===== config.mk =====
export PLATFORM = sky130hd
export DESIGN_NAME = sacl_ctrl
export DESIGN_NICKNAME = d
export VERILOG_FILES = /design/src/hw/rtl/set_assoc_cache_lru_lookup_unit_macros.svh /design/src/hw/rtl/sacl_pkg.sv /design/src/hw/rtl/sacl_ctrl.sv
export SDC_FILE = /design/constraint.sdc
export NUM_CORES = 1
export LEC_CHECK = 0
export BUFFER_PORTS_ARGS = -buffer_cell sky130_fd_sc_hd__buf_2
export CORE_AREA = 2 2 39 41
export DETAILED_ROUTE_END_ITERATION = 8
export DIE_AREA = 0 0 41 43
export PLACE_DENSITY = 0.56
export SLEW_MARGIN = 10
export SYNTH_ARGS = -nofsm -noshare
export SYNTH_HDL_FRONTEND = slang
export SYNTH_SLANG_ARGS = --single-unit

===== constraint.sdc =====
create_clock -name clk -period 1.4 [get_ports clk]
set_input_delay 0.28 -clock clk [delete_from_list [all_inputs] [get_ports clk]]
set_output_delay 0.28 -clock clk [all_outputs]
set_load 0.02 [all_outputs]

===== src/hw/rtl/set_assoc_cache_lru_lookup_unit_macros.svh =====
// Assertion macros for the cache lookup unit; empty bodies when SYNTH is set.
`ifndef SET_ASSOC_CACHE_LRU_LOOKUP_UNIT_MACROS_SVH
`define SET_ASSOC_CACHE_LRU_LOOKUP_UNIT_MACROS_SVH
`ifndef SYNTH
// same-cycle implication
`define SACL_ASSERT_IMP(lbl, clk, rst_n, ante, cons) \
	lbl: assert property (@(posedge clk) disable iff (!rst_n) (ante) |-> (cons)) \
		else $error("same-cycle implication failed");
// next-cycle implication
`define SACL_ASSERT_NXT(lbl, clk, rst_n, ante, cons) \
	lbl: assert property (@(posedge clk) disable iff (!rst_n) (ante) |=> (cons)) \
		else $error("next-cycle implication failed");
`else
`define SACL_ASSERT_IMP(lbl, clk, rst_n, ante, cons)
`define SACL_ASSERT_NXT(lbl, clk, rst_n, ante, cons)
`endif
`endif


===== src/hw/rtl/sacl_pkg.sv =====
// Shared constants and controller/datapath interface types for the cache lookup unit.
package sacl_pkg;

	localparam int ADDR_W          = 32;
	localparam int STAMP_W         = 32;
	localparam int COUNT_W         = 32;
	localparam int OUT_WAY_W       = 3;
	localparam int OUT_TAG_W       = 20;

	localparam int DEF_WAYS        = 8;
	localparam int DEF_SETS        = 64;
	localparam int DEF_OFFSET_BITS = 6;

	// controller -> datapath
	typedef struct packed {
		logic clr_step;   // zero one row of the tag store
		logic load;       // take the address, start the set/tag split
		logic div_step;   // one step of the set/tag split
		logic rd;         // read the set's row
		logic look;       // tag compare, pick hit/free way
		logic scan_step;  // one LRU compare
		logic commit;     // write row back, update counters, emit result
	} cmd_t;

	// datapath -> controller
	typedef struct packed {
		logic clr_last;
		logic div_done;
		logic need_scan;
		logic scan_last;
	} status_t;

endpackage


===== src/hw/rtl/sacl_ctrl.sv =====
// Sequencing state machine of the cache lookup unit.
module sacl_ctrl (
	input  logic             clk,
	input  logic             arst_n,
	input  logic             start,
	output logic             busy,
	output sacl_pkg::cmd_t   cmd,
	input  sacl_pkg::status_t status
);

	typedef enum logic [6:0] {
		ST_CLEAR = 7'b0000001,
		ST_IDLE  = 7'b0000010,
		ST_DIV   = 7'b0000100,
		ST_READ  = 7'b0001000,
		ST_LOOK  = 7'b0010000,
		ST_SCAN  = 7'b0100000,
		ST_WRITE = 7'b1000000
	} state_t;

	state_t state_q, state_d;

	always_ff @(posedge clk or negedge arst_n) begin
		if (!arst_n) begin
			state_q <= ST_CLEAR;
		end else begin
			state_q <= state_d;
		end
	end

	always_comb begin
		cmd     = '0;
		state_d = state_q;
		case (state_q)
			ST_CLEAR: begin
				cmd.clr_step = 1'b1;
				if (status.clr_last) state_d = ST_IDLE;
			end
			ST_IDLE: begin
				if (start) begin
					cmd.load = 1'b1;
					state_d  = ST_DIV;
				end
			end
			ST_DIV: begin
				if (status.div_done) begin
					state_d = ST_READ;
				end else begin
					cmd.div_step = 1'b1;
				end
			end
			ST_READ: begin
				cmd.rd  = 1'b1;
				state_d = ST_LOOK;
			end
			ST_LOOK: begin
				cmd.look = 1'b1;
				state_d  = status.need_scan ? ST_SCAN : ST_WRITE;
			end
			ST_SCAN: begin
				cmd.scan_step = 1'b1;
				if (status.scan_last) state_d = ST_WRITE;
			end
			ST_WRITE: begin
				cmd.commit = 1'b1;
				state_d    = ST_IDLE;
			end
			default: state_d = ST_IDLE;
		endcase
	end

	assign busy = (state_q != ST_IDLE);

endmodule


==> run metrics <==
Placed Instances 91; Die Height 43 um; Remaining DRCs 0; fin crit share 121%; CTS H-tree depth 1; GRT Overall Usage 21.0%; worst-skew pair later-pin latency 0.26 ns; fin area 888 um^2; synthesized netlist cell count 49; Final Wtd Congestion 0.709; busiest grt layer met2; CTS max path bufs 2; DP HPWL 935 um; drt via density 5.07; library cells used by synthesis 25; largest net degree at the start of global routing 9; layout cells sized above 1 74.2%; FF-to-FF setup slack -0.24 ns; YS warnings 0; total congestion overflow 0; met2 Use GR 32.2%; Synth top area share 33.8%; Die ar. 1760 um^2; failing checks negative setup slack; clock transition at the registers of the reported paths 0.06 ns; DRT antenna net count 0; main area contributors after synthesis dfrtp_1 34%, nor3b_1 8.5%, dfstp_2 5.9%; syn_nets 56; Crit Path Class reg -> out; Worst setup EP type output port; die width 41 um; largest registers state_q: 7 flops; final hold slack 0.147 ns; placement-stage cell area 644 um^2; total routed wirelength 1.39 mm; initial antenna violation count 0; pwr dens 1820 nW/um^2; io pins 15; Vias 532; Setup violations, final 11; Worst EP arrival 1.41 ns; area grow syn2layout 100%; R2R Path Start state_q[4]; Hold Crit Endpoint state_q[0]; reg2reg path depth 8; Core Region 1380 um^2; reg2reg end state_q[3]; CTS tree yes; Num CTS Buffers 3; global-route wire length before repair 2.37 mm; RSZ-0062 raised after global routing true; Synth Area per Inst 9.06 um^2; Hold Path Depth 2; max reg flops 7; mapped cell area 444 um^2; vias in the first global route 553; Worst-Margin Slew 0.319 ns; Initial Utilization 32.1%; clk root buf clkbuf_4; M1 GR Usage 23.6%; min-delay worst type in -> reg; Row Count 14; CP Max Fanout 4; Starting DRT DRC Count 4; Synth area leader dfrtp_1; clock sinks 7; Hold Vio Cnt, Final 0; Setup WS post-layout -0.291 ns; Yosys reg bits 7; DRT Pass-1 Iters 2; Fin Clk Skew 0.00791 ns; # Max-Cap Violations 0; sequential area share after synthesis 39.7%; WP data required 1.12 ns; Slew Limit Fails 0; shortest period the worst path allows 1.69 ns; Non-Filler Instances 105; Peak VDD IR 0.896 mV; worst hold path startpoint status[3]; PortBufs 14; Pleak 0.000391 uW; # diodes 0; fmax 591 MHz; critical path launch point type flip-flop; Setup WS pre-CTS -0.168 ns; Relative slew margins 78.6%; Top reg by flops state_q; status finished with violations; met3 Usage GRT 6.28%; final net count 97; drt wl/cell 13.2 um
==> layer usage <==
| metal | vias up | wire, um |
|---|---|---|
| li1 | 260 | - |
| met1 | 257 | 561 |
| met2 | 10 | 750 |
| met3 | 5 | 43 |
| met4 | 0 | 30 |
| met5 | - | 0 |
==> repair_timing <==
action / CTS / global route
endpoints found under the hold margin: 6 / 0
endpoints found under the setup margin: 11 / 12
hold buffers: 1 / 0
pin swaps: 14 / 4
gates resized for setup: 35 / 8
setup buffers: 9 / 3
==> through the flow <==
step                util (%)  power, uW  TNS, ns
floorplan                  -        671   -0.555
global placement        46.6        946    -1.06
detailed placement      46.6        952    -1.12
CTS                     63.3       1590    -2.44
global route            64.2       1730    -3.64
finish                  64.2       1620    -2.64
==> cell type report <==
cell class	count	area, um^2
clock buffer	4	26.3
fill	115	495
inverter	2	7.51
multi-input combinational	39	357
sequential	7	183
tap	16	20.0
timing repair buffer	37	295
==> synthesized netlist by cell type (all sizes together) <==
| cell type | number |
|---|---|
| inv | 2 |
| o21ai | 1 |
| o21a | 1 |
| xor2 | 1 |
| o22a | 1 |
| nor2b | 1 |
| nand2b | 1 |
| or4 | 1 |
| nand2 | 2 |
| o211ai | 2 |
| a311oi | 1 |
| dfstp | 1 |
| and4b | 1 |
| and2 | 1 |
| dfrtp | 6 |
| or2b | 2 |
| nor3 | 5 |
| buf | 1 |
| o22ai | 1 |
| nor2 | 7 |
| nand3b | 2 |
| nor3b | 6 |
| o31ai | 1 |
| or2 | 1 |
==> how the worst max path moves through the flow <==
| stage | slack [ns] | start | end | depth (start not counted) |
|---|---|---|---|---|
| floorplan | -0.13 | state_q[1] | cmd[3] | 3 |
| global placement | -0.15 | state_q[4] | cmd[6] | 4 |
| detailed placement | -0.17 | state_q[4] | cmd[6] | 4 |
| CTS | -0.31 | state_q[3] | cmd[5] | 4 |
| global route | -0.38 | state_q[3] | cmd[5] | 4 |
| finish | -0.29 | state_q[3] | cmd[5] | 4 |
==> kinds of logic after synthesis <==
group	Yosys count	share of synthesized area [%]
xor gates and xnor gates	1	1.97
and+or+nand+nor	30	42.0
buffers and inverters	3	2.82
DFF	7	39.7
AOI/OAI and AO/OA	8	13.5
==> placed cells by master (no fill, tap or decap), types with 3 or more instances in the layout <==
cell       n
dfrtp_2    5
buf_2      6
buf_4     22
nor2_2     3
nor2_1     4
clkbuf_4   3
nor3b_2    3
nor3_2     3
buf_6      8
==> report_power, final <==
group / switching, uW / internal, uW
clock: 77.8 / 109
sequential: 67.1 / 253
combinational: 479 / 632
total: 624 / 994
==> critical path: stages, from the launching register on <==
cell     delay [ns]
dfrtp_2        0.43
nor3_4         0.23
and4b_1        0.24
and2_4         0.15
buf_6          0.11
(Power assumes the default switching activity.)
